<file path="src/ksc_pkg.sv">
// Shared types, constants and helpers for the keyword score classifier.
// No dependencies.
`timescale 1ns / 1ps

package ksc_pkg;

   localparam int NUM_KW   = 64;
   localparam int KW_LEN   = 16;
   localparam int NUM_CAT  = 16;
   localparam int KW_W     = 6;
   localparam int POS_W    = 4;
   localparam int LEN_W    = 5;
   localparam int CAT_W    = 4;
   localparam int CNT_W    = 7;
   localparam int SCORE_W  = 10;

   localparam logic [2:0] OP_CLEAR   = 3'd0;
   localparam logic [2:0] OP_KW_BYTE = 3'd1;
   localparam logic [2:0] OP_KW_DEF  = 3'd2;
   localparam logic [2:0] OP_CAT_ID  = 3'd3;
   localparam logic [2:0] OP_TEXT    = 3'd4;
   localparam logic [2:0] OP_END     = 3'd5;

   typedef struct packed {
      logic [2:0]  operation;
      logic [5:0]  kw_slot;
      logic [3:0]  char_pos;
      logic [7:0]  char_value;
      logic [4:0]  kw_length;
      logic [3:0]  cat_slot;
      logic [15:0] cat_id;
   } req_type;

   typedef struct packed {
      logic [15:0] best_id;
      logic [9:0]  best_score;
   } rsp_type;

   // decoded command: byte folded, length saturated
   typedef struct packed {
      logic [2:0]       op;
      logic [KW_W-1:0]  kw_slot;
      logic [POS_W-1:0] char_pos;
      logic [7:0]       value;
      logic [LEN_W-1:0] len;
      logic [CAT_W-1:0] cat_slot;
      logic [15:0]      cat_id;
   } cmd_type;

   function automatic logic [7:0] fold_lower(input logic [7:0] b);
      logic [7:0] r;
      r = b;
      if (b >= 8'h41 && b <= 8'h5A) begin
         r = b + 8'h20;
      end
      return r;
   endfunction

endpackage

</file>
<file path="src/ksc_queue.sv">
// Two-entry command queue between front and back end.
// Depends on ksc_pkg.
`timescale 1ns / 1ps

module ksc_queue (
   input  logic             clock,
   input  logic             reset,
   input  logic             push,
   input  ksc_pkg::cmd_type push_cmd,
   output logic             full,
   input  logic             pop,
   output logic             empty,
   output ksc_pkg::cmd_type head
);

   ksc_pkg::cmd_type q_ff [2];
   logic       wr_ptr_ff, wr_ptr_in;
   logic       rd_ptr_ff, rd_ptr_in;
   logic [1:0] cnt_ff, cnt_in;

   assign full  = (cnt_ff == 2'd2);
   assign empty = (cnt_ff == 2'd0);
   assign head  = q_ff[rd_ptr_ff];

   always_comb begin
      wr_ptr_in = push ? !wr_ptr_ff : wr_ptr_ff;
      rd_ptr_in = pop ? !rd_ptr_ff : rd_ptr_ff;
      cnt_in    = cnt_ff + {1'b0, push} - {1'b0, pop};
   end

   always_ff @(posedge clock) begin
      if (push) begin
         q_ff[wr_ptr_ff] <= push_cmd;
      end
   end

   always_ff @(posedge clock) begin
      if (reset) begin
         wr_ptr_ff <= 1'b0;
         rd_ptr_ff <= 1'b0;
         cnt_ff    <= 2'd0;
      end else begin
         wr_ptr_ff <= wr_ptr_in;
         rd_ptr_ff <= rd_ptr_in;
         cnt_ff    <= cnt_in;
      end
   end

endmodule

</file>
<file path="config.mk">
export PLATFORM = sky130hd
export DESIGN_NAME = ksc_queue
export DESIGN_NICKNAME = d
export VERILOG_FILES = /design/src/ksc_pkg.sv /design/src/ksc_queue.sv
export SDC_FILE = /design/constraint.sdc
export NUM_CORES = 1
export LEC_CHECK = 0
export BUFFER_PORTS_ARGS = -buffer_cell sky130_fd_sc_hd__buf_2
export CAP_MARGIN = 40
export CORE_MARGIN = 2
export CORE_UTILIZATION = 45
export CTS_BUF_LIST = sky130_fd_sc_hd__clkbuf_16
export DETAILED_ROUTE_END_ITERATION = 6
export GPL_ROUTABILITY_DRIVEN = 0
export PLACE_DENSITY_LB_ADDON = 0.12
export REMOVE_ABC_BUFFERS = 1
export SLEW_MARGIN = 15
export SYNTH_ARGS = -nofsm -noshare
export SYNTH_HDL_FRONTEND = slang
export SYNTH_SLANG_ARGS = --single-unit
</file>
<file path="constraint.sdc">
create_clock -name clock -period 3.19 [get_ports clock]
set_input_delay 0.319 -clock clock [delete_from_list [all_inputs] [get_ports clock]]
set_output_delay 0.319 -clock clock [all_outputs]
set_load 0.02 [all_outputs]
</file>
=== Word-level counts from Yosys, hierarchy flattened ===
Memories as Yosys holds them, arrays and structs flattened. A register that Yosys moved wholly into a read port is not among the register bits.
Cells that the tools add are included.

* Logic and storage cells: 14
* Output and inout port bits: 48
* Register bits after elaboration: 4
* Bits in writable memories: 92
* Bits of input ports: 50
* Memories: 1

{| class="wikitable"
|+ Memories
! name !! depth !! width !! rd ports !! clocked after Yosys merged registers in !! write ports !! line !! source
|-
| q_ff || 2 || 46 || 1 || 1 || 1 || ksc_queue.sv:16 || <nowiki>ksc_pkg::cmd_type q_ff [2];</nowiki>
|}

* Add/sub/neg operators: 2
* Reduce and logical (&&, ||, !) cells: 3
* Equality and inequality tests: 1
* Mux-type cells: 4

{| class="wikitable"
|+ Operators by type and width
! cell !! number
|-
| 2-to-1 mux 1 bit || 4
|-
| adder 2 x 1 -> 2 bit || 1
|-
| == test 2 bit (second input constant) || 1
|-
| zero test 1 bit || 2
|-
| zero test 2 bit || 1
|-
| subtractor 2 x 1 -> 2 bit || 1
|}

=== Logic depth before layout (Yosys ltp) ===
* Depth in word-level cells: 3
* Gate-level depth with buffers: 6
* Mapped depth without buffers: 6

=== Worst setup path before layout ===
Ideal clock, no wire load.

* Path type: register to register
* Start: register wr_ptr_ff
* End: memory q_ff[0][0] in the netlist's numbering (enable)
* Period minus slack after synthesis: 2.838 ns
* Stages on the path, launching flop included: 2
* Path slack: 0.352 ns
* Arrival: 2.383 ns
* Setup time: 0.455 ns
* Cell sequence: dfxtp_1 > nor2b_1

{| class="wikitable"
|+ RTL lines
! item !! line !! source
|-
| start: declaration || ksc_queue.sv:17 || <nowiki>logic wr_ptr_ff, wr_ptr_in;</nowiki>
|-
| start signal: assignment || ksc_queue.sv:43 || <nowiki>wr_ptr_ff <= wr_ptr_in;</nowiki>
|-
| end: declaration || ksc_queue.sv:16 ||
|}

Straight into the memory's write port.

==> impl_metrics.csv <==
group,metric,value,unit
clocking,htree_levels,3,
synth,yosys_warnings,0,
floorplan,core,8130,µm²
detailed_routing,antenna_left,0,
worst_setup_path,critPathLaunchType,"flop",
layout,fin_cells,381,
worst_setup_path,rrSetupSlack,1.43,ns
detailed_routing,dr.pass1.iters,4,
synth,yosysUniqueCellTypes,13,
timing,max_freq,456,MHz
layout,layout_commonest_cell,"buf_2",
layout,final_nets,323,
timing,worst_slew_margin_rel,56.7,%
grt,antenna_found_initial,0,
synth,synth.ff_latch_count,97,
clocking,cts_buffers,9,
clocking,cts_tree,"yes",
hold_path,hold_path.class,"in -> reg",
placed_design,numPortBuffers,97,
worst_setup_path,crit_path_max_fanout,17,
detailed_routing,wire_per_inst,15.3,µm
synth,syn_area,3740,µm²
layout,most-common-layout-cells,"buf_2, edfxtp_1, mux2_4",
worst_setup_path,rr_endpoint,"q_ff[1][41]$_DFFE_PP_",
timing,rsz0062_at_grt,"no",
clocking,cts_sinks,97,
timing,setup_tns,0,ns
clocking,clk_pin_slew_worst_paths,0.06,ns
grt,grt_pass1_wl,8270,µm
layout,finish.utilization,56.2,%
clocking,cts-root-buf,"clkbuf_16",
timing,hold_viol,0,
detailed_routing,drt_iter0_markers,51,
layout,drive_above_1_share,58.3,%
worst_setup_path,end_kind,"output pin",
layout,antenna_cells,0,
hold_path,holdPathStages,1,
grt,grt_overflow,0,
timing,period_share,68.8,%
outcome,status,"complete, no violations",
floorplan,die_w,95.2,µm
worst_setup_path,path_class,"reg -> out",
timing,tightest_slew,0.649,ns
hold_path,min-delay-start,"push_cmd[27]",
power_and_ir_drop,p_per_area,623,nW/µm²
timing,skew,0.00682,ns
synth,avgSynthCellArea,22.8,µm²
placed_design,dp_hpwl,3760,µm
layout,fill_cells,644,
placed_design,place_inst,365,
clocking,postCtsSetupBuffers,0,
worst_setup_path,slowest_stage,"dfxtp_2",
worst_setup_path,r2r_cells,2,
floorplan,start_util,46.0,%
hold_path,min_to,"q_ff[1][27]$_DFFE_PP_",
clocking,cts_resized,0,
worst_setup_path,worstPathArrival,1.88,ns
synth,yosysSeqAreaShare,76.6,%
timing,setup_viol,0,
job,maxCapViolations,0,
floorplan,io_pins,98,
detailed_routing,remaining_drc_errors,0,
power_and_ir_drop,peakVddDrop,0.313,mV
detailed_routing,routed_wl,5850,µm
power_and_ir_drop,power_leakage,1.83,nW
worst_setup_path,reg2reg_from,"wr_ptr_ff$_SDFFE_PP0P_",
worst_setup_path,crit_chain,"buf_4 -> mux2_2 -> buf_2",
grt,grt_usage,12.7,%
clocking,clk_path_buf_depth,2,
synth,netlist_instances,164,
clocking,cts_hold_buf,0,
layout,synthToLayoutAreaGrowth,22.3,%
floorplan,fp.dieH,95.2,µm
detailed_routing,vias,1785,
floorplan,dieArea,9050,µm²
grt,grt_pass1_vias,1669,
detailed_routing,viasPerCell,4.69,
worst_setup_path,cp.required,2.87,ns
clocking,clk_latency,0.33,ns
timing,whs,0.172,ns
timing,fin_crit,2.19,ns
worst_setup_path,cpPeakStageDelay,0.70,ns
floorplan,fp-row-count,33,
timing,slew_viol_final,0,
grt,grt_max_degree,47,
## power breakdown
part           total (W)  internal (W)  leakage [nW]  switching [W]
registers        0.00152       0.00149         0.905      0.0000350
clock network   0.000918      0.000512         0.134       0.000406
logic           0.000410      0.000195         0.794       0.000215
total            0.00285       0.00219          1.83       0.000656
## state kept, by name, indices dropped and copies added, names as in the netlist, named ones only
register	count
q_ff	92
cnt_ff	2
rd_ptr_ff	1
wr_ptr_ff	1
## stage by stage
step	worst slack [ns]	area (µm²)	power (W)
6_report	0.995	4570	0.00285
2_1_floorplan	0.352	3650	0.00183
4_1_cts	0.951	4570	0.00288
5_1_grt	0.892	4570	0.00296
3_3_place_gp	1.32	4320	0.00196
3_5_place_dp	1.31	4320	0.00196
## cell families (layout without fill, tap and decap cells)
| kind of cell | after synthesis | in the layout | synth area share (%) |
|---|---|---|---|
| multiplexers | 46 | 46 | 17.9 |
| adder cells (fa/ha/maj) | 2 | 2 | 0.669 |
| buffers and inverters | 7 | 119 | 2.64 |
| AND/OR/NAND/NOR | 9 | 9 | 1.17 |
| flip-flops | 97 | 97 | 76.6 |
| XOR/XNOR | 3 | 3 | 1.07 |
## area by class of cell
type | count | area [µm²] | share of cell area, %
clock buffers | 9 | 225 | 4.92
clock inverters | 7 | 31.3 | 0.684
inverters | 2 | 7.51 | 0.164
multi-input cells | 60 | 786 | 17.2
flip-flops and latches | 97 | 2860 | 62.6
well taps | 105 | 131 | 2.87
repair buffers | 101 | 528 | 11.5
## metal layers
| layer | vias up | wire length, µm | track usage (%) |
|---|---|---|---|
| met1 | 858 | 2530 | 16.0 |
| met2 | 59 | 2760 | 19.4 |
| met5 | - | 0 | 0 |
| met4 | 0 | 159 | 8.33 |
| li1 | 853 | - | - |
| met3 | 15 | 399 | 3.24 |
## worst max-delay path by stage
stage | startpoint | to | slack (ns) | cells after the start
2_1_floorplan | wr_ptr_ff$_SDFFE_PP0P_ | q_ff[0][0]$_DFFE_PP_ | 0.35 | 1
3_3_place_gp | flop | head[0] | 1.32 | 3
3_5_place_dp | flop | head[4] | 1.31 | 3
4_1_cts | flop | head[4] | 0.95 | 3
5_1_grt | flop | head[4] | 0.89 | 3
6_report | flop | head[0] | 1.0 | 3
## critical path, delay by kind of cell (launching register included)
kind / cells / cell delay [ns]
buffers and inverters: 2 / 0.49
DFF: 1 / 0.70
muxes: 1 / 0.35
## cell usage after synthesis
cell      instances  area share (%)
mux2_4           40              16
mux2_2            6             1.8
xnor2_1           2            0.47
nor2_1            5            0.50
edfxtp_1         92              74
dfxtp_1           5             2.7
ha_1              2            0.67
and2_1            1            0.17
xnor3_1           1            0.60
buf_6             1            0.30
buf_12            4             2.1
nor2b_1           3            0.50
inv_1             2            0.20
Note: power is estimated with default switching activity, not from simulation.
