**config.mk**
```make
export PLATFORM = sky130hd
export DESIGN_NAME = ksc_front
export DESIGN_NICKNAME = d
export VERILOG_FILES = /design/src/ksc_pkg.sv /design/src/ksc_front.sv
export SDC_FILE = /design/constraint.sdc
export NUM_CORES = 1
export LEC_CHECK = 0
export BUFFER_PORTS_ARGS = -buffer_cell sky130_fd_sc_hd__buf_2
export CORE_AREA = 2 2 43 45
export DETAILED_ROUTE_END_ITERATION = 8
export DIE_AREA = 0 0 45 47
export PLACE_DENSITY_LB_ADDON = 0.3
export SLEW_MARGIN = 20
export SYNTH_ARGS = -nofsm -noshare
export SYNTH_HDL_FRONTEND = slang
export SYNTH_SLANG_ARGS = --single-unit
```
**constraint.sdc**
```tcl
create_clock -name vclk -period 2.72
set_input_delay 0.136 -clock vclk [all_inputs]
set_output_delay 0.136 -clock vclk [all_outputs]
set_load 0.1 [all_outputs]
```
**src/ksc_pkg.sv**
```systemverilog
// Shared types, constants and helpers for the keyword score classifier.
// No dependencies.
`timescale 1ns / 1ps

package ksc_pkg;

   localparam int NUM_KW   = 64;
   localparam int KW_LEN   = 16;
   localparam int NUM_CAT  = 16;
   localparam int KW_W     = 6;
   localparam int POS_W    = 4;
   localparam int LEN_W    = 5;
   localparam int CAT_W    = 4;
   localparam int CNT_W    = 7;
   localparam int SCORE_W  = 10;

   localparam logic [2:0] OP_CLEAR   = 3'd0;
   localparam logic [2:0] OP_KW_BYTE = 3'd1;
   localparam logic [2:0] OP_KW_DEF  = 3'd2;
   localparam logic [2:0] OP_CAT_ID  = 3'd3;
   localparam logic [2:0] OP_TEXT    = 3'd4;
   localparam logic [2:0] OP_END     = 3'd5;

   typedef struct packed {
      logic [2:0]  operation;
      logic [5:0]  kw_slot;
      logic [3:0]  char_pos;
      logic [7:0]  char_value;
      logic [4:0]  kw_length;
      logic [3:0]  cat_slot;
      logic [15:0] cat_id;
   } req_type;

   typedef struct packed {
      logic [15:0] best_id;
      logic [9:0]  best_score;
   } rsp_type;

   // decoded command: byte folded, length saturated
   typedef struct packed {
      logic [2:0]       op;
      logic [KW_W-1:0]  kw_slot;
      logic [POS_W-1:0] char_pos;
      logic [7:0]       value;
      logic [LEN_W-1:0] len;
      logic [CAT_W-1:0] cat_slot;
      logic [15:0]      cat_id;
   } cmd_type;

   function automatic logic [7:0] fold_lower(input logic [7:0] b);
      logic [7:0] r;
      r = b;
      if (b >= 8'h41 && b <= 8'h5A) begin
         r = b + 8'h20;
      end
      return r;
   endfunction

endpackage

```
**src/ksc_front.sv**
```systemverilog
// Front end: takes requests, decodes and normalises them into commands.
// Depends on ksc_pkg.
`timescale 1ns / 1ps

module ksc_front (
   input  logic             req_valid,
   output logic             req_ready,
   input  ksc_pkg::req_type req_payload,
   input  logic             q_full,
   output logic             q_push,
   output ksc_pkg::cmd_type q_cmd
);

   logic known;

   always_comb begin
      unique case (req_payload.operation)
         ksc_pkg::OP_CLEAR, ksc_pkg::OP_KW_BYTE, ksc_pkg::OP_KW_DEF,
         ksc_pkg::OP_CAT_ID, ksc_pkg::OP_TEXT, ksc_pkg::OP_END: known = 1'b1;
         default: known = 1'b0;
      endcase
   end

   assign req_ready = !q_full;
   // unused codes are taken and dropped
   assign q_push    = req_valid && !q_full && known;

   always_comb begin
      q_cmd.op       = req_payload.operation;
      q_cmd.kw_slot  = req_payload.kw_slot;
      q_cmd.char_pos = req_payload.char_pos;
      q_cmd.value    = ksc_pkg::fold_lower(req_payload.char_value);
      q_cmd.len      = (req_payload.kw_length > 5'(ksc_pkg::KW_LEN)) ?
                       5'(ksc_pkg::KW_LEN) : req_payload.kw_length;
      q_cmd.cat_slot = req_payload.cat_slot;
      q_cmd.cat_id   = req_payload.cat_id;
   end

endmodule

```
* Yosys cells after proc, flatten, opt, wreduce, memory -nomap -nowiden
Index checks and enable logic that the tools add are counted.
** Cells by class
- $add $sub $neg :: 1
- Magnitude comparators :: 3
- Mux-type cells :: 3
- Reduce and logical (&&, ||, !) cells :: 6
- Equal/unequal tests :: 5
** Operators with widths (count)
- adder 8 x 6 -> 8 bit (second input constant) :: 1
- greater-or-equal comparator 8 x 7 -> 1 bit (second input constant) :: 1
- <= comparator 8 x 7 -> 1 bit (second input constant) :: 1
- 2-to-1 mux 8 bit :: 1
- == test 3 x 2 -> 1 bit (second input constant) :: 2
- == test 3 bit (second input constant) :: 2
- OR reduction 6 bit :: 1
- greater-than comparator 5 bit (second input constant) :: 1
- 2-to-1 mux 5 bit :: 1
- == test 3 x 1 -> 1 bit (second input constant) :: 1
- logical AND 1 bit :: 3
- logical NOT 3 bit :: 1
- logical NOT 1 bit :: 1
- 2-to-1 mux 1 bit :: 1
** Word-level totals
- Output and inout bits :: 48
- Register bits after elaboration :: 0
- Logic and storage cells :: 18
- Bits of input ports :: 48

* Logic depth before layout (Yosys ltp)
Gate-level depths: netlist of the first run.
- Depth in word-level cells :: 4
- Gate-level depth with buffers :: 3
- Gate-level depth less buffers :: 3

* Worst setup path before layout of the first run
Ideal clock, no wire load.
- Path type :: in2out
- Start :: in req_payload[26] (netlist bit)
- End :: out q_cmd[32] (netlist bit)
- Required time :: 2.584 ns
- Buffers on the path :: 0
- Setup slack :: -0.078 ns
- Arrival :: 2.662 ns
- Cell stages on the path :: 3
- Path through :: a21oi_1 > o22ai_2 > o31ai_1
** RTL lines
- from (decl) :: RTL line ksc_front.sv:8 : input ksc_pkg::req_type req_payload,
- to (decl) :: RTL line ksc_front.sv:11 : output ksc_pkg::cmd_type q_cmd

==> impl_metrics.env, run 1 <==
export IMPL_die_area_sq_um=2115
export IMPL_hold_path_class="input port to primary output"
export IMPL_fillers=195
export IMPL_worstMarginPinSlew_ns=0.4891
export IMPL_syn_area_per_cell_sq_um=7.200
export IMPL_die_height_um=47
export IMPL_synth_distinct_cells=13
export IMPL_multi_input_area_sq_um=118.9
export IMPL_core_region_area_sq_um=1652
export IMPL_cts_resized=0
export IMPL_maxCapViolations=0
export IMPL_portBuffers=34
export IMPL_place_gp_congestion=0.5897
export IMPL_ir_drop_uv=91.79
export IMPL_power_total_uw=144.1
export IMPL_finalNetCount=103
export IMPL_critPathRequiredTime_ns=2.58
export IMPL_pin_count=96
export IMPL_drtPass1Iterations=2
export IMPL_internal_power_uw=24.44
export IMPL_die_width_um=45
export IMPL_syn_inst=57
export IMPL_fin_ws_ns=1.046
export IMPL_ant_nets=0
export IMPL_initial_core_util_pct=24.85
export IMPL_place_hpwl_um=639.9
export IMPL_row_count=15
export IMPL_first_global_vias=173
export IMPL_synth_nets=106
export IMPL_grt_pass1_wl_um=800
export IMPL_cts_hold_buf=0
export IMPL_vias=287
export IMPL_drc=0
export IMPL_tns_ns=0
export IMPL_p_clk_share_pct=0
export IMPL_power_density_nw_per_um2=453.3
export IMPL_detail_route_wl_per_cell_um=10.14
export IMPL_clock_fmax_mhz=597.3
export IMPL_drt_total_wl_um=700
export IMPL_ys_seq_area_share_pct=0
export IMPL_drt_first_iter_violations=1
export IMPL_drive_gt1_share_pct=71.15
export IMPL_cp_max_fo=3
export IMPL_finalHoldViolations=0
export IMPL_status="finished clean"
export IMPL_seq_area_sq_um=0
export IMPL_yosysWarnings=0
export IMPL_grt_setup_unrepaired="false"
export IMPL_antenna_found_initial=0
export IMPL_postCtsSetupRepairBufs=0
export IMPL_start_kind="input port"
export IMPL_area_growth_pct=-22.56
export IMPL_routed_via_density=4.159
export IMPL_critPathKind="input port to primary output"
export IMPL_p_sw_share_pct=83.03
export IMPL_grt_max_degree=6
export IMPL_seqPwrFrac_pct=0
export IMPL_clkbuf_count=0
export IMPL_maxSlewHeadroom_pct=67.61
export IMPL_period_share_pct=61.56
export IMPL_grt_usage_pct=4.841
export IMPL_final_min_clock_period_ns=1.674
export IMPL_setup_viol=0
export IMPL_p_switching_uw=119.6
export IMPL_pre_cts_slack_ns=1.034
export IMPL_hold_worst_slack_ns=0.2720
export IMPL_leakage_nw=0.1918
export IMPL_cp_arrival_ns=1.54
export IMPL_design_seq_count=0
export IMPL_synth_cell_area_sq_um=410.4
export IMPL_finalMaxSlewViolations=0
export IMPL_grt_overflow_total=0
export IMPL_endpoint_kind="primary output"
export IMPL_insertedDiodeCount=0
export IMPL_p_comb_share_pct=100.0
==> metal layers <==
| metal | vias up | track usage, % | share of wire [%] |
|---|---|---|---|
| met4 | 0 | 3.529 | 2.9 |
| met2 | 32 | 7.429 | 41 |
| met5 | - | 0 | 0 |
| li1 | 134 | - | - |
| met3 | 4 | 1.154 | 23 |
| met1 | 117 | 5.909 | 33 |
==> cell families after synthesis <==
family                   count (synthesis)  synth area share (%)
buffers and inverters                   41                 72.26
adder cells (fa/ha/maj)                  1                 3.048
AND/OR/NAND/NOR                         10                 14.02
AO/OA/AOI/OAI                            5                 10.67
==> power groups by stage <==
stage	Combinational (mW)	Clock, mW	Sequential (mW)
2_1_floorplan	0.339	0	0
3_3_place_gp	0.145	0	0
3_5_place_dp	0.145	0	0
4_1_cts	0.145	0	0
5_1_grt	0.150	0	0
6_report	0.144	0	0
==> cells in the mapped netlist, drive strengths merged <==
master | number | area [sq um]
a21oi | 1 | 5.000
inv | 2 | 7.510
o21bai | 1 | 7.510
ha | 1 | 12.51
o41a | 1 | 11.26
or4 | 1 | 11.26
nor2b | 4 | 25.02
buf | 38 | 285.3
and3 | 1 | 6.260
nand2 | 4 | 15.01
o31ai | 1 | 7.510
o22ai | 1 | 12.51
clkbuf | 1 | 3.750
==> final timing paths <==
| check | startpoint | end | slack [ns] | depth (start not counted) |
|---|---|---|---|---|
| worst min-delay path | req_payload[17] | q_cmd[17] | 0.27 | 0 |
| worst max-delay path | req_payload[28] | q_cmd[31] | 1.05 | 5 |
==> metrics by stage <==
| step | util [%] | instance area (sq um) | cells |
|---|---|---|---|
| floorplan | - | 415.4 | 57 |
| global placement | 19.24 | 317.8 | 69 |
| detailed placement | 19.24 | 317.8 | 69 |
| CTS | 19.24 | 317.8 | 69 |
| global route | 19.24 | 317.8 | 69 |
| finish | 19.24 | 317.8 | 69 |
==> critical path: stages <==
cell	delay, ns
buf_2	0.11
or4_4	0.53
o22ai_2	0.20
o41a_1	0.15
buf_2	0.42
==> layout make-up <==
type,instances,share of cell area (%)
inverters,2,2.362
multi-input cells,16,37.40
well taps,17,6.693
repair buffers,34,53.54
==> cells in the final DEF, fill, tap and decap left out <==
cell      instances
nor2b_1           4
ha_1              1
a21oi_1           1
o22ai_2           1
o41a_1            1
inv_1             2
buf_2            34
or4_4             1
o21bai_1          1
o31ai_2           1
and3_1            1
nand2_1           4
Note: power is estimated with default switching activity, not from simulation.
==> run 2, diff against run 1 <==
--- a/config.mk
+++ b/config.mk
@@ -6,9 +6,9 @@
 export NUM_CORES = 1
 export LEC_CHECK = 0
 export BUFFER_PORTS_ARGS = -buffer_cell sky130_fd_sc_hd__buf_2
-export CORE_AREA = 2 2 43 45
+export CORE_AREA = 2 2 45 47
 export DETAILED_ROUTE_END_ITERATION = 8
-export DIE_AREA = 0 0 45 47
+export DIE_AREA = 0 0 47 49
 export PLACE_DENSITY_LB_ADDON = 0.3
 export SLEW_MARGIN = 20
 export SYNTH_ARGS = -nofsm -noshare
==> constraint.sdc (replaced) <==
create_clock -name vclk -period 1.6
set_input_delay 0.08 -clock vclk [all_inputs]
set_output_delay 0.08 -clock vclk [all_outputs]
set_load 0.1 [all_outputs]
==> run 2 against run 1 <==
Effect of this change: count of clock-buffer cells in the layout is the same; final cell count grew 14%; critical endpoint is now q_cmd[32]; core utilization shrank 0.15 points; power grew 76%; via count grew 3.8%; highest routed layer unchanged.
==> impl_metrics.env, run 2 (synthesis gave the netlist of run 1 again) <==
export IMPL_critPathRequiredTime_ns=1.52
export IMPL_start_kind="input port"
export IMPL_holdPathEnd="q_cmd[15]"
export IMPL_power_density_nw_per_um2=721.1
export IMPL_fillers=222
export IMPL_holdPathStages=0
export IMPL_clock_fmax_mhz=709.3
export IMPL_insertedDiodeCount=0
export IMPL_routed_via_density=3.772
export IMPL_cts_hold_buf=0
export IMPL_place_gp_congestion=0.5914
export IMPL_mostFrequentLayoutCells="buf_2, nand2_1, nor2b_1"
export IMPL_final_util_pct=19.09
export IMPL_pin_count=96
export IMPL_design_seq_count=0
export IMPL_leakage_nw=0.2001
export IMPL_tns_ns=0
export IMPL_place_hpwl_um=652
export IMPL_min_from="req_payload[15]"
export IMPL_endpoint_kind="primary output"
export IMPL_postCtsSetupRepairBufs=0
export IMPL_finalNetCount=103
export IMPL_slowest_stage="or4_4"
export IMPL_critPathKind="input port to primary output"
export IMPL_cp_arrival_ns=1.33
export IMPL_drc=0
export IMPL_cts_resized=0
export IMPL_clkbuf_count=0
export IMPL_crit_top_cell="buf_2"
export IMPL_maxCapViolations=0
export IMPL_grt_pass1_wl_um=979
export IMPL_grt_setup_unrepaired="false"
export IMPL_finalHoldViolations=0
export IMPL_power_total_uw=253.5
export IMPL_drt_first_iter_violations=0
export IMPL_first_global_vias=237
export IMPL_grt_usage_pct=5.323
export IMPL_cp_max_fo=3
export IMPL_ir_drop_uv=161.0
export IMPL_final_common_cell="buf_2"
export IMPL_portBuffers=34
export IMPL_die_width_um=47
export IMPL_final_min_clock_period_ns=1.410
export IMPL_drt_total_wl_um=710
export IMPL_seq_area_sq_um=0
export IMPL_grt_max_degree=6
export IMPL_grt_use_met2_pct=10.50
export IMPL_vias=298
export IMPL_final_cells=79
export IMPL_grt_busiest_layer="met2"
export IMPL_use_met3_pct=2.222
export IMPL_worstMarginPinSlew_ns=0.4890
export IMPL_setup_viol=0
export IMPL_die_height_um=49
export IMPL_die_area_sq_um=2303
export IMPL_multi_input_area_sq_um=125.1
export IMPL_cpPeakStageDelay_ns=0.52
export IMPL_antenna_found_initial=0
export IMPL_ant_nets=0
export IMPL_area_growth_pct=-14.33
export IMPL_initial_core_util_pct=22.28
export IMPL_detail_route_wl_per_cell_um=8.987
export IMPL_core_region_area_sq_um=1842
export IMPL_path_cells="buf_2 > or4_4 > o22ai_2 > o31ai_2 > buf_2"
export IMPL_hold_worst_slack_ns=0.1600
export IMPL_grt_overflow_total=0
export IMPL_finalMaxSlewViolations=0
export IMPL_drtPass1Iterations=1
export IMPL_met1_usage_pct=3.778
export IMPL_placed_cells=79
export IMPL_row_count=16
export IMPL_period_share_pct=88.11
export IMPL_hold_path_class="input port to primary output"
export IMPL_maxSlewHeadroom_pct=67.63
export IMPL_drive_gt1_share_pct=76.92
export IMPL_status="finished clean"
run 2: cell type report:
| class | count | share of cell area [%] |
|---|---|---|
| Timing Repair Buffer | 34 | 52.67 |
| Inverter | 2 | 2.135 |
| Tap cell | 27 | 9.609 |
| Multi-Input combinational cell | 16 | 35.59 |
run 2: routing by layer:
layer | part of all wire (%) | wire length, um
met2 | 46 | 324
met4 | 5.1 | 36
met5 | 0 | 0
met1 | 29 | 203
met3 | 21 | 146
run 2: critical path: cells and delay by family:
| family | cells | cell delay (ns) |
|---|---|---|
| AO/OA/AOI/OAI | 2 | 0.33 |
| buffers and inverters | 2 | 0.40 |
| AND/OR/NAND/NOR | 1 | 0.52 |
run 2: worst max path at each step:
stage	startpoint	end
floorplan	req_payload[26]	q_cmd[32]
global placement	req_payload[28]	q_cmd[30]
detailed placement	req_payload[28]	q_cmd[30]
CTS	req_payload[28]	q_cmd[32]
global route	req_payload[28]	q_cmd[32]
finish	req_payload[28]	q_cmd[32]
run 2: power breakdown:
group | internal, mW | leakage [nW] | switching (mW)
logic | 0.0485 | 0.200 | 0.205
registers | 0 | 0 | 0
clock network | 0 | 0 | 0
total | 0.0485 | 0.200 | 0.205
run 2: per-stage QoR:
step	worst slack, ns	cell area (sq um)
CTS	0.1721	351.6
global route	0.1172	351.6
global placement	0.1931	351.6
floorplan	-0.2275	421.7
detailed placement	0.1731	351.6
finish	0.1902	351.6
